[src/rtl/core/assert_macros.svh]
// ----------------------------------------------------------------------------
// Assertion macros shared by the RTL that checks itself
// Clocked on clk_i, quiet while rst_ni is low.
// ----------------------------------------------------------------------------
`ifndef ASSERT_MACROS_SVH
`define ASSERT_MACROS_SVH

// Check a property on every rising edge outside reset.
`define ASSERT_PROP(label, prop, msg) \
  label: assert property (@(posedge clk_i) disable iff (!rst_ni) prop) else $error(msg);

// Check that an expression never holds outside reset.
`define ASSERT_NEVER(label, expr, msg) \
  `ASSERT_PROP(label, !(expr), msg)

`endif

[src/rtl/core/mwm_pkg.sv]
// ----------------------------------------------------------------------------
// mwm_pkg
// Types and constants shared by the whitespace minifier modules.
// ----------------------------------------------------------------------------
`default_nettype none

package mwm_pkg;

  // Body modes of the parser
  localparam logic [2:0] MODE_OUT   = 3'd0;
  localparam logic [2:0] MODE_READ  = 3'd1;
  localparam logic [2:0] MODE_LOOSE = 3'd2;
  localparam logic [2:0] MODE_VERB  = 3'd3;
  localparam logic [2:0] MODE_CLOSE = 3'd4;

  // Characters of interest
  localparam logic [7:0] CH_LT    = 8'h3C;
  localparam logic [7:0] CH_GT    = 8'h3E;
  localparam logic [7:0] CH_SLASH = 8'h2F;
  localparam logic [7:0] CH_SPACE = 8'h20;
  localparam logic [7:0] CH_TAB   = 8'h09;
  localparam logic [7:0] CH_NL    = 8'h0A;
  localparam logic [7:0] CH_P     = 8'h70;
  localparam logic [7:0] CH_R     = 8'h72;
  localparam logic [7:0] CH_E     = 8'h65;

  // Queue between classifier and output stage
  localparam int unsigned QUEUE_DEPTH = 4;
  localparam int unsigned QAW         = 2;

  typedef struct packed {
    logic [7:0] out_byte;
    logic       last;
  } out_item_t;

  typedef struct packed {
    logic full;
    logic empty;
  } fifo_stat_t;

endpackage

`default_nettype wire

[src/rtl/core/mwm_front.sv]
// ----------------------------------------------------------------------------
// mwm_front
// Accepts input words, runs the tag/body mode machine and queues kept bytes.
// ----------------------------------------------------------------------------
`default_nettype none

module mwm_front import mwm_pkg::*; #(
  parameter int unsigned STACK_DEPTH = 64,
  parameter int unsigned TAG_LIMIT   = 64
) (
  input  wire logic       clk_i,
  input  wire logic       rst_ni,
  input  wire logic       s_valid_i,
  input  wire logic [7:0] s_byte_i,
  input  wire logic       s_end_i,
  output logic            s_ready_o,
  input  wire fifo_stat_t q_stat_i,
  output logic            push_o,
  output out_item_t       push_item_o
);

  localparam int unsigned LW = $clog2(STACK_DEPTH);
  localparam int unsigned CW = $clog2(TAG_LIMIT + 1);

  logic [2:0]    mode_q, mode_d;
  logic [7:0]    head_q [4];
  logic [7:0]    head_d [4];
  logic [CW-1:0] count_q, count_d;
  logic [7:0]    prev_q, prev_d;
  logic [LW-1:0] level_q, level_d;
  logic [LW-1:0] rd_addr;
  logic          verb_mem [STACK_DEPTH];
  logic          rd_verb_q;
  logic          wr_en, wr_verb;
  logic          keep, accept, name_pre;
  logic [2:0]    parent_mode;

  assign s_ready_o = !q_stat_i.full;
  assign accept    = s_valid_i && s_ready_o;

  assign name_pre = (count_q >= CW'(3)) && (head_q[0] == CH_P) && (head_q[1] == CH_R) &&
                    (head_q[2] == CH_E) && ((count_q == CW'(3)) || (head_q[3] == 8'h00));

  // Level zero and one fall back to outside; deeper levels use the prefetched entry
  assign parent_mode = (level_q <= LW'(1)) ? MODE_OUT : (rd_verb_q ? MODE_VERB : MODE_LOOSE);

  always_comb begin
    mode_d  = mode_q;
    head_d  = head_q;
    count_d = count_q;
    prev_d  = prev_q;
    level_d = level_q;
    keep    = 1'b0;
    wr_en   = 1'b0;
    wr_verb = 1'b0;
    if (accept) begin
      if (s_end_i) begin
        mode_d  = MODE_OUT;
        head_d  = '{default: '0};
        count_d = '0;
        prev_d  = '0;
        level_d = '0;
      end else begin
        prev_d = s_byte_i;
        unique case (mode_q)
          MODE_OUT: begin
            if (s_byte_i == CH_LT) begin
              head_d  = '{default: '0};
              count_d = '0;
              mode_d  = MODE_READ;
              keep    = 1'b1;
            end
          end
          MODE_READ: begin
            keep = 1'b1;
            if (s_byte_i == CH_GT) begin
              if (level_q != LW'(STACK_DEPTH - 1)) begin
                level_d = level_q + LW'(1);
              end
              mode_d  = name_pre ? MODE_VERB : MODE_LOOSE;
              wr_en   = 1'b1;
              wr_verb = name_pre;
            end else begin
              if (count_q < CW'(4)) begin
                head_d[count_q[1:0]] = s_byte_i;
              end
              if (count_q < CW'(TAG_LIMIT)) begin
                count_d = count_q + CW'(1);
              end
            end
          end
          MODE_LOOSE: begin
            keep = 1'b1;
            if (s_byte_i == CH_SLASH) begin
              keep = (prev_q == CH_LT);
              if (prev_q == CH_LT) begin
                mode_d = MODE_CLOSE;
              end
            end else if (s_byte_i == CH_SPACE) begin
              keep = (prev_q != CH_SPACE);
            end else if ((s_byte_i == CH_TAB) || (s_byte_i == CH_NL)) begin
              keep = 1'b0;
            end
          end
          MODE_VERB: begin
            keep = 1'b1;
            if ((s_byte_i == CH_SLASH) && (prev_q == CH_LT)) begin
              mode_d = MODE_CLOSE;
            end
          end
          MODE_CLOSE: begin
            keep = 1'b1;
            if (s_byte_i == CH_GT) begin
              if (level_q != '0) begin
                level_d = level_q - LW'(1);
              end
              mode_d = parent_mode;
            end
          end
          default: begin
            mode_d = MODE_OUT;
            keep   = 1'b0;
          end
        endcase
      end
    end
  end

  // Prefetch the mode of the enclosing level for the next cycle
  assign rd_addr = (level_d == '0) ? '0 : level_d - LW'(1);

  always_ff @(posedge clk_i) begin
    if (wr_en) begin
      verb_mem[level_d] <= wr_verb;
    end
    rd_verb_q <= verb_mem[rd_addr];
  end

  always_ff @(posedge clk_i or negedge rst_ni) begin
    if (!rst_ni) begin
      mode_q  <= MODE_OUT;
      head_q  <= '{default: '0};
      count_q <= '0;
      prev_q  <= '0;
      level_q <= '0;
    end else begin
      mode_q  <= mode_d;
      head_q  <= head_d;
      count_q <= count_d;
      prev_q  <= prev_d;
      level_q <= level_d;
    end
  end

  assign push_o               = accept && (s_end_i || keep);
  assign push_item_o.out_byte = s_end_i ? CH_NL : s_byte_i;
  assign push_item_o.last     = s_end_i;

endmodule

`default_nettype wire

[src/rtl/core/mwm_fifo.sv]
// ----------------------------------------------------------------------------
// mwm_fifo
// Short queue of kept bytes between classifier and output stage.
// ----------------------------------------------------------------------------
`default_nettype none

module mwm_fifo import mwm_pkg::*; (
  input  wire logic      clk_i,
  input  wire logic      rst_ni,
  input  wire logic      push_i,
  input  wire out_item_t push_item_i,
  input  wire logic      pop_i,
  output out_item_t      pop_item_o,
  output fifo_stat_t     stat_o
);

  out_item_t      mem_q [QUEUE_DEPTH];
  logic [QAW-1:0] wr_ptr_q, rd_ptr_q;
  logic [QAW:0]   cnt_q;

  always_ff @(posedge clk_i) begin
    if (push_i) begin
      mem_q[wr_ptr_q] <= push_item_i;
    end
  end

  always_ff @(posedge clk_i or negedge rst_ni) begin
    if (!rst_ni) begin
      wr_ptr_q <= '0;
      rd_ptr_q <= '0;
      cnt_q    <= '0;
    end else begin
      if (push_i) begin
        wr_ptr_q <= wr_ptr_q + QAW'(1);
      end
      if (pop_i) begin
        rd_ptr_q <= rd_ptr_q + QAW'(1);
      end
      if (push_i && !pop_i) begin
        cnt_q <= cnt_q + (QAW+1)'(1);
      end else if (pop_i && !push_i) begin
        cnt_q <= cnt_q - (QAW+1)'(1);
      end
    end
  end

  assign pop_item_o   = mem_q[rd_ptr_q];
  assign stat_o.full  = (cnt_q == (QAW+1)'(QUEUE_DEPTH));
  assign stat_o.empty = (cnt_q == '0);

endmodule

`default_nettype wire

[src/rtl/core/mwm_back.sv]
// ----------------------------------------------------------------------------
// mwm_back
// Output register: drains the queue onto the master stream.
// ----------------------------------------------------------------------------
`default_nettype none

module mwm_back import mwm_pkg::*; (
  input  wire logic       clk_i,
  input  wire logic       rst_ni,
  input  wire fifo_stat_t q_stat_i,
  input  wire out_item_t  q_item_i,
  output logic            pop_o,
  output logic            m_valid_o,
  input  wire logic       m_ready_i,
  output logic [7:0]      m_data_o,
  output logic            m_last_o
);

  logic      valid_q;
  out_item_t item_q;

  // Refill whenever the register is free or being taken
  assign pop_o = !q_stat_i.empty && (!valid_q || m_ready_i);

  always_ff @(posedge clk_i or negedge rst_ni) begin
    if (!rst_ni) begin
      valid_q <= 1'b0;
    end else if (pop_o) begin
      valid_q <= 1'b1;
    end else if (m_ready_i) begin
      valid_q <= 1'b0;
    end
  end

  always_ff @(posedge clk_i) begin
    if (pop_o) begin
      item_q <= q_item_i;
    end
  end

  assign m_valid_o = valid_q;
  assign m_data_o  = item_q.out_byte;
  assign m_last_o  = item_q.last;

endmodule

`default_nettype wire

[src/rtl/core/markup_whitespace_minifier.sv]
// ----------------------------------------------------------------------------
// markup_whitespace_minifier
// Byte-stream filter that strips whitespace from markup text.
// ----------------------------------------------------------------------------
// Usage:
//   Slave stream: one markup byte per word on s_axis_tdata_i. A word with
//   s_axis_tlast_i high ends the stream: its data is ignored, a newline word
//   with m_axis_tlast_o high is emitted and the parser returns to reset state.
//   Master stream: one kept byte per word; zero or one output word per input.
// Path: a kept byte is written into the queue at the edge that accepts it
//   and is moved into the output register once that register is free or
//   being taken, which makes it visible on the master side.
// Throughput: one word per cycle on both sides unless stalled. The classifier
//   decides each byte combinationally; the enclosing level's body mode is
//   prefetched from the level stack every cycle, so a closing '>' never waits.
// Stall: when the receiver holds m_axis_tready_i low, the output register
//   holds its word and the four-word queue fills; s_axis_tready_o drops only
//   once the queue is full.
// Reset: rst_ni clears the mode machine, tag name, level counter and queue.
//   The level stack memory is not cleared; entries are always written
//   before their value is used.
// ----------------------------------------------------------------------------
`default_nettype none
`include "assert_macros.svh"

module markup_whitespace_minifier import mwm_pkg::*; #(
  parameter int unsigned STACK_DEPTH = 64,
  parameter int unsigned TAG_LIMIT   = 64
) (
  input  wire logic       clk_i,
  input  wire logic       rst_ni,
  input  wire logic       s_axis_tvalid_i,
  output logic            s_axis_tready_o,
  input  wire logic [7:0] s_axis_tdata_i,   // [7:0] data_byte
  input  wire logic       s_axis_tlast_i,   // end_of_input
  output logic            m_axis_tvalid_o,
  input  wire logic       m_axis_tready_i,
  output logic [7:0]      m_axis_tdata_o,   // [7:0] out_byte
  output logic            m_axis_tlast_o    // last
);

  fifo_stat_t fifo_stat;
  out_item_t  push_item, pop_item;
  logic       fifo_push, fifo_pop;
  logic       last_out;

  // Classify each word and keep or drop it
  mwm_front #(
    .STACK_DEPTH (STACK_DEPTH),
    .TAG_LIMIT   (TAG_LIMIT)
  ) u_front (
    .clk_i       (clk_i),
    .rst_ni      (rst_ni),
    .s_valid_i   (s_axis_tvalid_i),
    .s_byte_i    (s_axis_tdata_i),
    .s_end_i     (s_axis_tlast_i),
    .s_ready_o   (s_axis_tready_o),
    .q_stat_i    (fifo_stat),
    .push_o      (fifo_push),
    .push_item_o (push_item)
  );

  // Buffer kept words so each side can stall on its own
  mwm_fifo u_fifo (
    .clk_i       (clk_i),
    .rst_ni      (rst_ni),
    .push_i      (fifo_push),
    .push_item_i (push_item),
    .pop_i       (fifo_pop),
    .pop_item_o  (pop_item),
    .stat_o      (fifo_stat)
  );

  // Drive the master stream from a register
  mwm_back u_back (
    .clk_i     (clk_i),
    .rst_ni    (rst_ni),
    .q_stat_i  (fifo_stat),
    .q_item_i  (pop_item),
    .pop_o     (fifo_pop),
    .m_valid_o (m_axis_tvalid_o),
    .m_ready_i (m_axis_tready_i),
    .m_data_o  (m_axis_tdata_o),
    .m_last_o  (m_axis_tlast_o)
  );

  assign last_out = m_axis_tvalid_o && m_axis_tlast_o;

  // Front never writes a full queue
  `ASSERT_NEVER(a_no_overflow, fifo_push && fifo_stat.full, "queue overflow")
  // Back never reads an empty queue
  `ASSERT_NEVER(a_no_underflow, fifo_pop && fifo_stat.empty, "queue underflow")
  // The closing word is always a newline
  `ASSERT_PROP(a_last_newline, last_out |-> (m_axis_tdata_o == CH_NL), "last word not newline")

endmodule

`default_nettype wire
[config.mk]
export PLATFORM = sky130hd
export DESIGN_NAME = markup_whitespace_minifier
export DESIGN_NICKNAME = d
export VERILOG_FILES = /design/src/rtl/core/mwm_pkg.sv /design/src/rtl/core/mwm_front.sv /design/src/rtl/core/mwm_fifo.sv /design/src/rtl/core/mwm_back.sv /design/src/rtl/core/markup_whitespace_minifier.sv
export VERILOG_INCLUDE_DIRS = /design/src /design/src/rtl/core
export SDC_FILE = /design/constraint.sdc
export NUM_CORES = 1
export LEC_CHECK = 0
export BUFFER_PORTS_ARGS = -buffer_cell sky130_fd_sc_hd__buf_2
export CAP_MARGIN = 20
export CORE_UTILIZATION = 56
export CTS_CLUSTER_SIZE = 12
export DETAILED_ROUTE_END_ITERATION = 10
export HOLD_SLACK_MARGIN = 0.02
export PLACE_DENSITY = 0.73
export SLEW_MARGIN = 20
export SYNTH_ARGS = -nofsm -noshare
export SYNTH_HDL_FRONTEND = slang
export SYNTH_HIERARCHICAL = 1
export SYNTH_SLANG_ARGS = --single-unit
export TNS_END_PERCENT = 1
[constraint.sdc]
create_clock -name clk_i -period 4.12 [get_ports clk_i]
set_input_delay 0.412 -clock clk_i [delete_from_list [all_inputs] [get_ports clk_i]]
set_output_delay 0.412 -clock clk_i [all_outputs]
set_load 0.005 [all_outputs]
Yosys cells after proc, flatten, opt, wreduce, memory -nomap -nowiden. Memory sizes are Yosys's and may differ from the RTL's. A register that Yosys moved wholly into a read port is not among the register bits. Index checks and enable logic that the tools add are counted. W data, S select, Z words.

Bitwise logic cells: 1. Add/sub/neg operators: 8. Order comparisons: 6. Muxes and demuxes: 57. Reductions and logical operators: 32. Equality and inequality tests: 27.

Operators by type and width (count): $mux W32 (4); $pmux W32 S2 (1); $mux W6 (7); $eq A8 B6 Y1 const B (5); $bwmux W32 (1); $mux W3 (10); $mux W7 (4); $eq A8 B7 Y1 const B (3); $mux W8 (3); $ne A3 B2 Y1 const B (8); $mux W1 (22); $demux W8 S2 (1); $eq A8 B4 Y1 const B (2); $pmux W3 S5 (1); $pmux W7 S2 (1); $pmux W6 S2 (1); $sub A6 B1 Y6 const B (2); $logic_and A1 B1 Y1 (11); $reduce_and A5 Y1 (2); $logic_not A8 Y1 (1); $ne A8 B6 Y1 const B (1); $add A7 B1 Y7 const B (1); $eq A7 B2 Y1 const B (1); $ge A7 B2 Y1 const B (1); other kinds (25) (37).

Input bits: 13. Memories: 2. RAM bits: 100. Output and inout port bits: 11. Word-level logic and storage cells: 145. Register bits after elaboration: 64.

Memory list: u_front.verb_mem (words 64, bits a word 1, read ports 1, clocked after Yosys merged registers in 1, wr ports 1, RTL line mwm_front.sv:32) `logic verb_mem [STACK_DEPTH];`; u_fifo.mem_q (words 4, bits a word 9, read ports 1, clocked after Yosys merged registers in 1, wr ports 1, RTL line mwm_fifo.sv:17) `out_item_t mem_q [QUEUE_DEPTH];`.

Longest topological paths before layout. Gate-level depths: netlist of the first run.

Word-level depth: 14. Depth in mapped cells: 20. Depth with buffers taken out: 16.

By module. The synthesis of the first run kept the hierarchy.

By module, submodules not included: mwm_front (instances 1, cells an instance 680, area each 6580.1 um2); mwm_fifo (instances 1, cells an instance 81, area each 1694.1 um2); mwm_back (instances 1, cells an instance 14, area each 320.3 um2).

Worst setup path after synthesis of the first run. No wires, ideal clock.

Path type: register to register. From: register u_front.level_q[0]. To: register u_front.rd_verb_q, read port of u_front.verb_mem. Setup slack: -0.151 ns. Stages on the path, launching flop included: 20. Setup time: 0.121 ns. Buffers on the path: 4. Arrival: 4.150 ns. Cells stage by stage: dfrtp_1 clkbuf_1 inv_1 ha_1 nor3b_1 a21oi_1 o2111ai_1 o311a_1 clkbuf_1 ha_1 inv_1 a311oi_1 a32oi_1 or4_1 buf_2 buf_6 a221oi_2 a31oi_1 a2111o_1 nor4b_2.

Longest elaborated chain between the ends: 8. Elaborated cells on any way between the ends: 14.

RTL lines: from (decl) (RTL line mwm_front.sv:30) `logic [LW-1:0] level_q, level_d;`; from (signal assigned) (RTL line mwm_front.sv:151) `level_q <= level_d;`; $sub A6 B1 Y6 (tied with other cells) (RTL line mwm_front.sv:115) `level_d = level_q - LW'(1);`; $mux W6, on equally long branches (RTL line mwm_front.sv:114, mwm_front.sv:77); $mux W6, on equally long branches (RTL line mwm_front.sv:113, mwm_front.sv:76); $pmux W6 S2 (RTL line mwm_front.sv:65) `unique case (mode_q)`; $mux W6 (RTL line mwm_front.sv:57) `if (s_end_i) begin`; $mux W6 * (RTL line mwm_front.sv:56) `if (accept) begin`; $sub A6 B1 Y6 or $logic_not A6 Y1 (tied branches) (RTL line mwm_front.sv:130) `assign rd_addr = (level_d == '0) ? '0 : level_d - LW'(1);`; $mux W6 * (RTL line mwm_front.sv:130); to (decl) (RTL line mwm_front.sv:33) `logic rd_verb_q;`.

Every way passes the cells marked *; elsewhere a longest branch is shown, timed or not. A chain may end at the register's enable or synchronous reset.

Worst setup path in the final report of the first run.
From: register u_front.mode_q[1]. To: register u_front.rd_verb_q, read port of u_front.verb_mem.

Longest elaborated chain between the ends: 6. Elaborated cells on any way between the ends: 8.

RTL lines: from (decl) (RTL line mwm_front.sv:25) `logic [2:0] mode_q, mode_d;`; from (signal assigned) (RTL line mwm_front.sv:147) `mode_q <= mode_d;`; $eq A3 B3 Y1 or $eq A3 B1 Y1 (tied branches) (RTL line mwm_front.sv:65); $pmux W6 S2 * (RTL line mwm_front.sv:65); $mux W6 * (RTL line mwm_front.sv:57); $mux W6 * (RTL line mwm_front.sv:56); $sub A6 B1 Y6 or $logic_not A6 Y1 (tied branches) (RTL line mwm_front.sv:130); $mux W6 * (RTL line mwm_front.sv:130).

Marks and branches as above.

==> results.cfg, run 1 <==
[global_routing]
grt_max_degree = 65
grt_overflow = 0
grt_antenna_before_repair = 0
grt_usage_pct = 27.1
grt_pass1_vias = 6347
grt_pass1_wl_um = 33000

[die]
die_w_um = 126
die-area_mm2 = 0.0158
rows = 44
start_util_pct = 58.3
die_height_um = 126
core_area_mm2 = 0.0148
num_io_pins = 24

[clocking]
clock-root-buffer = clkbuf_16
h-tree-depth = 4
cts_tree = built
cts_sinks = 174
clockBufferDepth = 2
holdBufCountCts = 0
cts_inserted_buffers = 17
insertion_delay_ns = 0.43
path_clk_slew_ns = 0.07

[place]
finalWeightedCongestion = 0.960
io_buffers = 23
placed_area_mm2 = 0.00902
dp.final_hpwl_um = 13800

[layout]
finalNetCount = 845
final_cell_mix = 109 x edfxtp_1, 102 x nor2_1, 89 x nand2_1
diodes = 0
finalCoreUtilization_pct = 65.7
mostFrequentLayoutCell = edfxtp_1
area_growth_pct = 12.9
stdcell_area_mm2 = 0.00970
drive_above_1_share_pct = 17.0

[route]
drt_iter0_drc = 693
vias = 6581
via_per_inst = 6.49
avgRoutedWirePerCell_um = 20.2
postRouteAntennaNets = 0
drc = 0
drtPass1Iterations = 5
wirelength_um = 20500

[sta]
fin_tns_setup_ns = 0
hold_violations = 0
period_share_pct = 95.0
relSlewSlack_pct = 35.4
setup_viol = 0
skew_ns = 0.0156
fmax_mhz = 255
worst_pin_slew_ns = 0.968
slew_violations = 0
period_needed_ns = 3.92

[synthesis]
synth-edff-count = 109
ys_seq_area_share_pct = 57.0
async_flop_share_pct = 36.8
synthTopCellsByArea = edfxtp_1 38%, dfrtp_1 19%, nor2_1 4.5%, nand2_1 3.9%, o21ai_0 3.3%
synthesis.nets = 803
synth_cell_types = 88
yosys_warnings = 6
ys.flop_type = edfxtp_1
yosysTopAreaCell = edfxtp_1
netlist_instances = 775
ys_ff_latch = 174
synth.avg_cell_area_um2 = 11.1
synth_top_area_share_pct = 38.1
syn_area_mm2 = 0.00859

[setup_path]
critPathRequiredTime_ns = 4.43
cp.arrival_ns = 4.23
rrSetupSlack_ns = 0.20
crit_fanout = 13
end_kind = register
crit_type = register to register
critPathLaunchType = register

[outcome]
outcome = finished, final reports clean

[pwr]
finalPower_mw = 5.85
p_leak_nw = 3.74
powerDensity_mw_per_mm2 = 603
vdd_ir_drop_max_mv = 0.338

[job]
cap_violations = 0

[min_path]
holdCritPathClass = input port to async pin
cell type report:
type                    instances  area [um2]
fillers                      1134        5050
flip-flops and latches        174        4890
multi-input cells             533        3510
clock buffers                  20         458
repair buffers                 60         393
well taps                     184         230
inverters                      31         116
clock inverters                12         101
worst max-delay path, stage by stage, from the launching register on:
cell	delay, ns
dfrtp_1	0.42
or3b_2	0.50
a21oi_2	0.16
o21a_1	0.15
o211a_2	0.23
ha_2	0.22
inv_1	0.08
a311oi_4	0.28
buf_4	0.17
a32o_1	0.15
o32ai_1	0.11
buf_4	0.22
and3_1	0.19
nor3_1	0.24
a211oi_1	0.13
a2111o_1	0.39
nor4b_2	0.16
layer usage:
metal	vias to the layer above	global-route usage [%]	part of all wire [%]
met4	0	13.7	3.5
li1	2980	-	-
met1	3275	35.5	42
met3	63	4.16	6.2
met5	-	0	0
met2	263	44.2	49
state kept, by name, summed over array words and instances, names as in the netlist:
name	cells
u_back/m_data_o	8
u_back/m_last_o	1
u_back/m_valid_o	1
u_fifo/cnt_q	3
u_fifo/mem_q	36
u_fifo/rd_ptr_q	2
u_fifo/wr_ptr_q	2
u_front/count_q	7
u_front/head_q	32
u_front/level_q	6
u_front/mode_q	3
u_front/prev_q	8
u_front/rd_verb_q	1
u_front/verb_mem	64
metrics by stage:
step	cells	setup WS, ns	hold slack [ns]
2_1_floorplan	775	0.0538	0.116
3_3_place_gp	978	0.0539	0.459
3_5_place_dp	978	-0.0823	0.472
4_1_cts	1010	0.0768	0.151
5_1_grt	1014	-0.00999	0.178
6_report	1014	0.204	0.140
repair_timing:
action                     in CTS  in global routing
buffers inserted                0                  3
pin swaps                       0                  6
resized for setup               1                 17
cloned                          0                  1
setup endpoints to repair       1                  1
cell usage after synthesis (3+ instances only):
library cell	n
a22o_1	6
nor2_1	103
or3_1	3
o41ai_1	8
nand2b_1	10
nand3_1	15
nor3_1	10
inv_1	31
a22oi_1	6
and3_1	6
edfxtp_1	109
ha_1	14
o21ai_1	3
nand4_1	11
a32o_1	4
mux2i_1	13
xor2_1	4
nor4bb_1	4
a311oi_1	3
or2_2	3
nor4b_1	7
o21ai_0	56
a211oi_1	4
o211ai_1	4
nor2b_1	4
buf_6	4
nor4_1	11
a21oi_1	26
mux2_2	5
a31oi_1	5
buf_2	9
nor3b_1	6
or4_1	5
o21a_1	3
xnor2_1	3
dfrtp_1	64
a21o_1	3
mux4_2	8
and2_1	8
clkbuf_1	22
nand2_1	89
path summary, 6_finish.rpt:
| kind | startpoint | endpoint | depth (start not counted) |
|---|---|---|---|
| setup / recovery | u_front/mode_q[1]$_DFFE_PN0P_ | u_front/rd_verb_q$_DFF_P_ | 16 |
| setup reg to reg | u_front/mode_q[1]$_DFFE_PN0P_ | u_front/rd_verb_q$_DFF_P_ | 16 |
| hold reg to reg | u_front/head_q[26]$_DFFE_PN0P_ | u_front/head_q[26]$_DFFE_PN0P_ | 2 |
| min in group clk_i | m_axis_tready_i | u_back/m_valid_o$_DFFE_PN0P_ | 2 |
| hold / removal | rst_ni | u_front/count_q[5]$_DFFE_PN0P_ | 1 |
| max in group asynchronous | rst_ni | u_fifo/wr_ptr_q[1]$_DFFE_PN0P_ | 2 |
power by group:
| part | switching (mW) | total (mW) | internal [mW] |
|---|---|---|---|
| combinational | 1.22 | 2.08 | 0.861 |
| sequential | 0.156 | 2.25 | 2.09 |
| clock | 0.697 | 1.52 | 0.822 |
| total | 2.08 | 5.85 | 3.78 |
cell families (layout without fill, tap and decap cells):
group	Yosys count	after routing	share of synthesized area, %
flip-flops	174	174	57.0
AO/OA/AOI/OAI	171	171	13.7
AND/OR/NAND/NOR	312	313	18.3
buffers and inverters	69	123	3.54
adder cells (fa/ha/maj)	15	15	2.27
XOR/XNOR	7	7	0.713
multiplexers	27	27	4.57
Power figures use the tool's default switching activity.
==> run 2: changes to the inputs <==
--- a/config.mk
+++ b/config.mk
@@ -6,13 +6,14 @@
 export SDC_FILE = /design/constraint.sdc
 export NUM_CORES = 1
 export LEC_CHECK = 0
+export ABC_AREA = 1
 export BUFFER_PORTS_ARGS = -buffer_cell sky130_fd_sc_hd__buf_2
 export CAP_MARGIN = 20
-export CORE_UTILIZATION = 56
+export CORE_UTILIZATION = 57
 export CTS_CLUSTER_SIZE = 12
 export DETAILED_ROUTE_END_ITERATION = 10
 export HOLD_SLACK_MARGIN = 0.02
-export PLACE_DENSITY = 0.73
+export PLACE_DENSITY = 0.8
 export SLEW_MARGIN = 20
 export SYNTH_ARGS = -nofsm -noshare
 export SYNTH_HDL_FRONTEND = slang
==> run 2 against run 1 <==
Net effect:
- area after synthesis increased by 2.2%
- sequential share of layout area grew 0.77 points
- critical path depth increased by 5
- non-clock buffer count down 31
- highest routed layer unchanged
- utilization shrank 2.7 points
- design area shrank 1.5%
- combinational power decreased by 27%
- sequential power barely moved
==> results.cfg, run 2 <==
[layout]
fillers = 1235
final_cell_mix = 188 x nand2_1, 122 x nor2_1, 117 x inv_1
drive_above_1_share_pct = 12.0
regMostFlops = u_front/verb_mem
register_area_mm2 = 0.00489
area_growth_pct = 8.79
largestRegisters = u_front/verb_mem: 64 flops, u_fifo/mem_q: 36 flops, u_front/head_q: 32 flops
stdcell_area_mm2 = 0.00956
mostFrequentLayoutCell = nand2_1
finalNetCount = 997
final_cells = 1170
diodes = 0
largest_reg_flops = 64
multiInputGateArea_mm2 = 0.00321

[sta]
period_needed_ns = 3.64
skew_ns = 0.00945
hold_violations = 0
slew_violations = 0
worst_pin_slew_ns = 1.07
fin_tns_setup_ns = 0
relSlewSlack_pct = 28.5
setup_viol = 0
setup_ws_ns = 0.477
rsz0062_at_grt = no
period_share_pct = 88.4
fmax_mhz = 275

[place]
dp_slack_ns = 0.531
io_buffers = 23
dp.final_hpwl_um = 13100
finalWeightedCongestion = 0.942
placed_area_mm2 = 0.00900
place_inst = 1138

[synthesis]
ys.flop_type = edfxtp_1
ys_ff_latch = 174
yosysTopAreaCell = edfxtp_1
synth.avg_cell_area_um2 = 9.27
synth_top_area_share_pct = 37.3
synth-edff-count = 109
synth_cell_types = 49
synth.most_common_cell = nand2_1
async_flop_share_pct = 36.8
syn_area_mm2 = 0.00878
ys_top_cells_by_count = 188 x nand2_1, 123 x nor2_1, 117 x inv_1
synthTopCellsByArea = edfxtp_1 37%, dfrtp_1 18%, nand2_1 8.0%, nand3_1 5.7%, nor2_1 5.3%
yosys_warnings = 6
netlist_instances = 948
ys_seq_area_share_pct = 55.7
synthesis.nets = 976

[setup_path]
crit_slowest_cell = nand2_2
crit_fanout = 32
crit_chain = ha_1, nand3_2, nor2_2, nor2_2, nand2_1, nand2_1, o211ai_1, o21ai_1, a21oi_4, ha_1, nand3_1, nor2_4, nand2_4, nand2_2, inv_2, nand3_1, nand3_1, nand3_1, nand3_1, nand3_1, nand2_1
cp.arrival_ns = 3.97
crit_family = simple AND/OR/NAND/NOR gates
critPathRequiredTime_ns = 4.45
cpMostUsedCell = nand3_1
r2r_start = u_front/level_q[0]$_DFF_PN0_
crit_type = register to register
crit_start = u_front/level_q[0]$_DFF_PN0_
critPathLaunchType = register
cp.buffers_inverters = 1
cpPeakStageDelay_ns = 0.44
end_kind = register

[route]
wirelength_um = 19100
postRouteAntennaNets = 0
vias = 6566
drc = 0
via_per_inst = 5.61
drtPass1Iterations = 5
avgRoutedWirePerCell_um = 16.3
drt_iter0_drc = 495

[pwr]
p_switching_mw = 1.88
swShare_pct = 35.5
powerDensity_mw_per_mm2 = 555
vdd_ir_drop_max_mv = 0.331
clockPowerShare_pct = 28.4
seqPwrFrac_pct = 43.0
p_leak_nw = 4.02
combPwrFrac_pct = 28.6
power.internal_mw = 3.42

[die]
start_util_pct = 58.0
die-area_mm2 = 0.0159
rows = 45
core_area_mm2 = 0.0151
num_io_pins = 24
die_w_um = 126
die_height_um = 126

[clocking]
holdBufCountCts = 0
cts_sinks = 174
h-tree-depth = 4
insertion_delay_ns = 0.43
clock-root-buffer = clkbuf_16
cts_inserted_buffers = 17
post_cts_resize_count = 0
cts_setup_buffers = 0
cts_tree = built
path_clk_slew_ns = 0.07
clockBufferDepth = 2

[global_routing]
grt_antenna_before_repair = 0
grt_pass1_vias = 6475
grt_pass1_wl_um = 30900
grt_max_degree = 47
grt_overflow = 0
grt_usage_pct = 25.4

[min_path]
holdCritPathClass = input port to async pin

[job]
cap_violations = 0

[outcome]
outcome = finished, final reports clean
-- run 2: cell count changes in the layout (fill, tap and decap cells not counted), moves of 11 or more --
cell	change
a21oi_1	-11
buf_4	-31
inv_1	+87
inv_2	+12
mux2i_1	-13
nand2_1	+99
nand3_1	+85
nand3b_1	+18
nor2_1	+20
o21ai_0	-18
-- run 2: per-stage QoR --
step                hold slack (ns)  total power [mW]  util, %
finish                       0.0447              5.30     63.1
global route                  0.120              5.59     63.1
CTS                          0.0686              5.32     63.1
detailed placement            0.472              3.81     59.4
global placement              0.463              3.78     59.4
floorplan                     0.116              3.45        -
-- run 2: final cells by class --
type / count / share of cell area (%)
timing repair buffer: 29 / 1.68
clock buffer: 19 / 4.64
sequential: 174 / 51.2
multi-input combinational: 616 / 33.6
inverter: 131 / 5.20
tap: 188 / 2.46
clock inverter: 13 / 1.20
-- run 2: kinds of logic after synthesis --
| kind of cell | synth area share (%) |
|---|---|
| and+or+nand+nor | 25.5 |
| DFF | 55.7 |
| adders and majority gates | 2.22 |
| AOI/OAI and AO/OA | 7.72 |
| xor gates and xnor gates | 0.983 |
| buffers and inverters | 7.81 |
-- run 2: final timing paths --
kind	cells past startpoint	end	slack, ns
worst min-delay path	1	u_front/level_q[0]$_DFF_PN0_	0.04
worst min register to register	2	u_front/head_q[27]$_DFFE_PN0P_	0.49
min in group clk_i	4	u_back/m_valid_o$_DFFE_PN0P_	0.23
max in group asynchronous	2	u_front/head_q[1]$_DFFE_PN0P_	3.17
worst max register to register	21	u_front/rd_verb_q$_DFF_P_	0.48
worst max-delay path	21	u_front/rd_verb_q$_DFF_P_	0.48
-- run 2: per-layer routing --
metal / up-vias / global-route usage (%) / wire [um]
met5: - / 0 / 0
met4: 0 / 13.9 / 606
met3: 55 / 4.04 / 1010
met2: 233 / 45.5 / 9890
met1: 3087 / 29.1 / 7610
li1: 3191 / - / -
-- run 2: power groups by stage --
stage | combinational [mW] | sequential [mW] | clock [mW]
finish | 1.52 | 2.28 | 1.51
global route | 1.69 | 2.31 | 1.59
CTS | 1.51 | 2.28 | 1.53
detailed placement | 1.50 | 2.31 | 0
global placement | 1.47 | 2.30 | 0
floorplan | 1.23 | 2.23 | 0
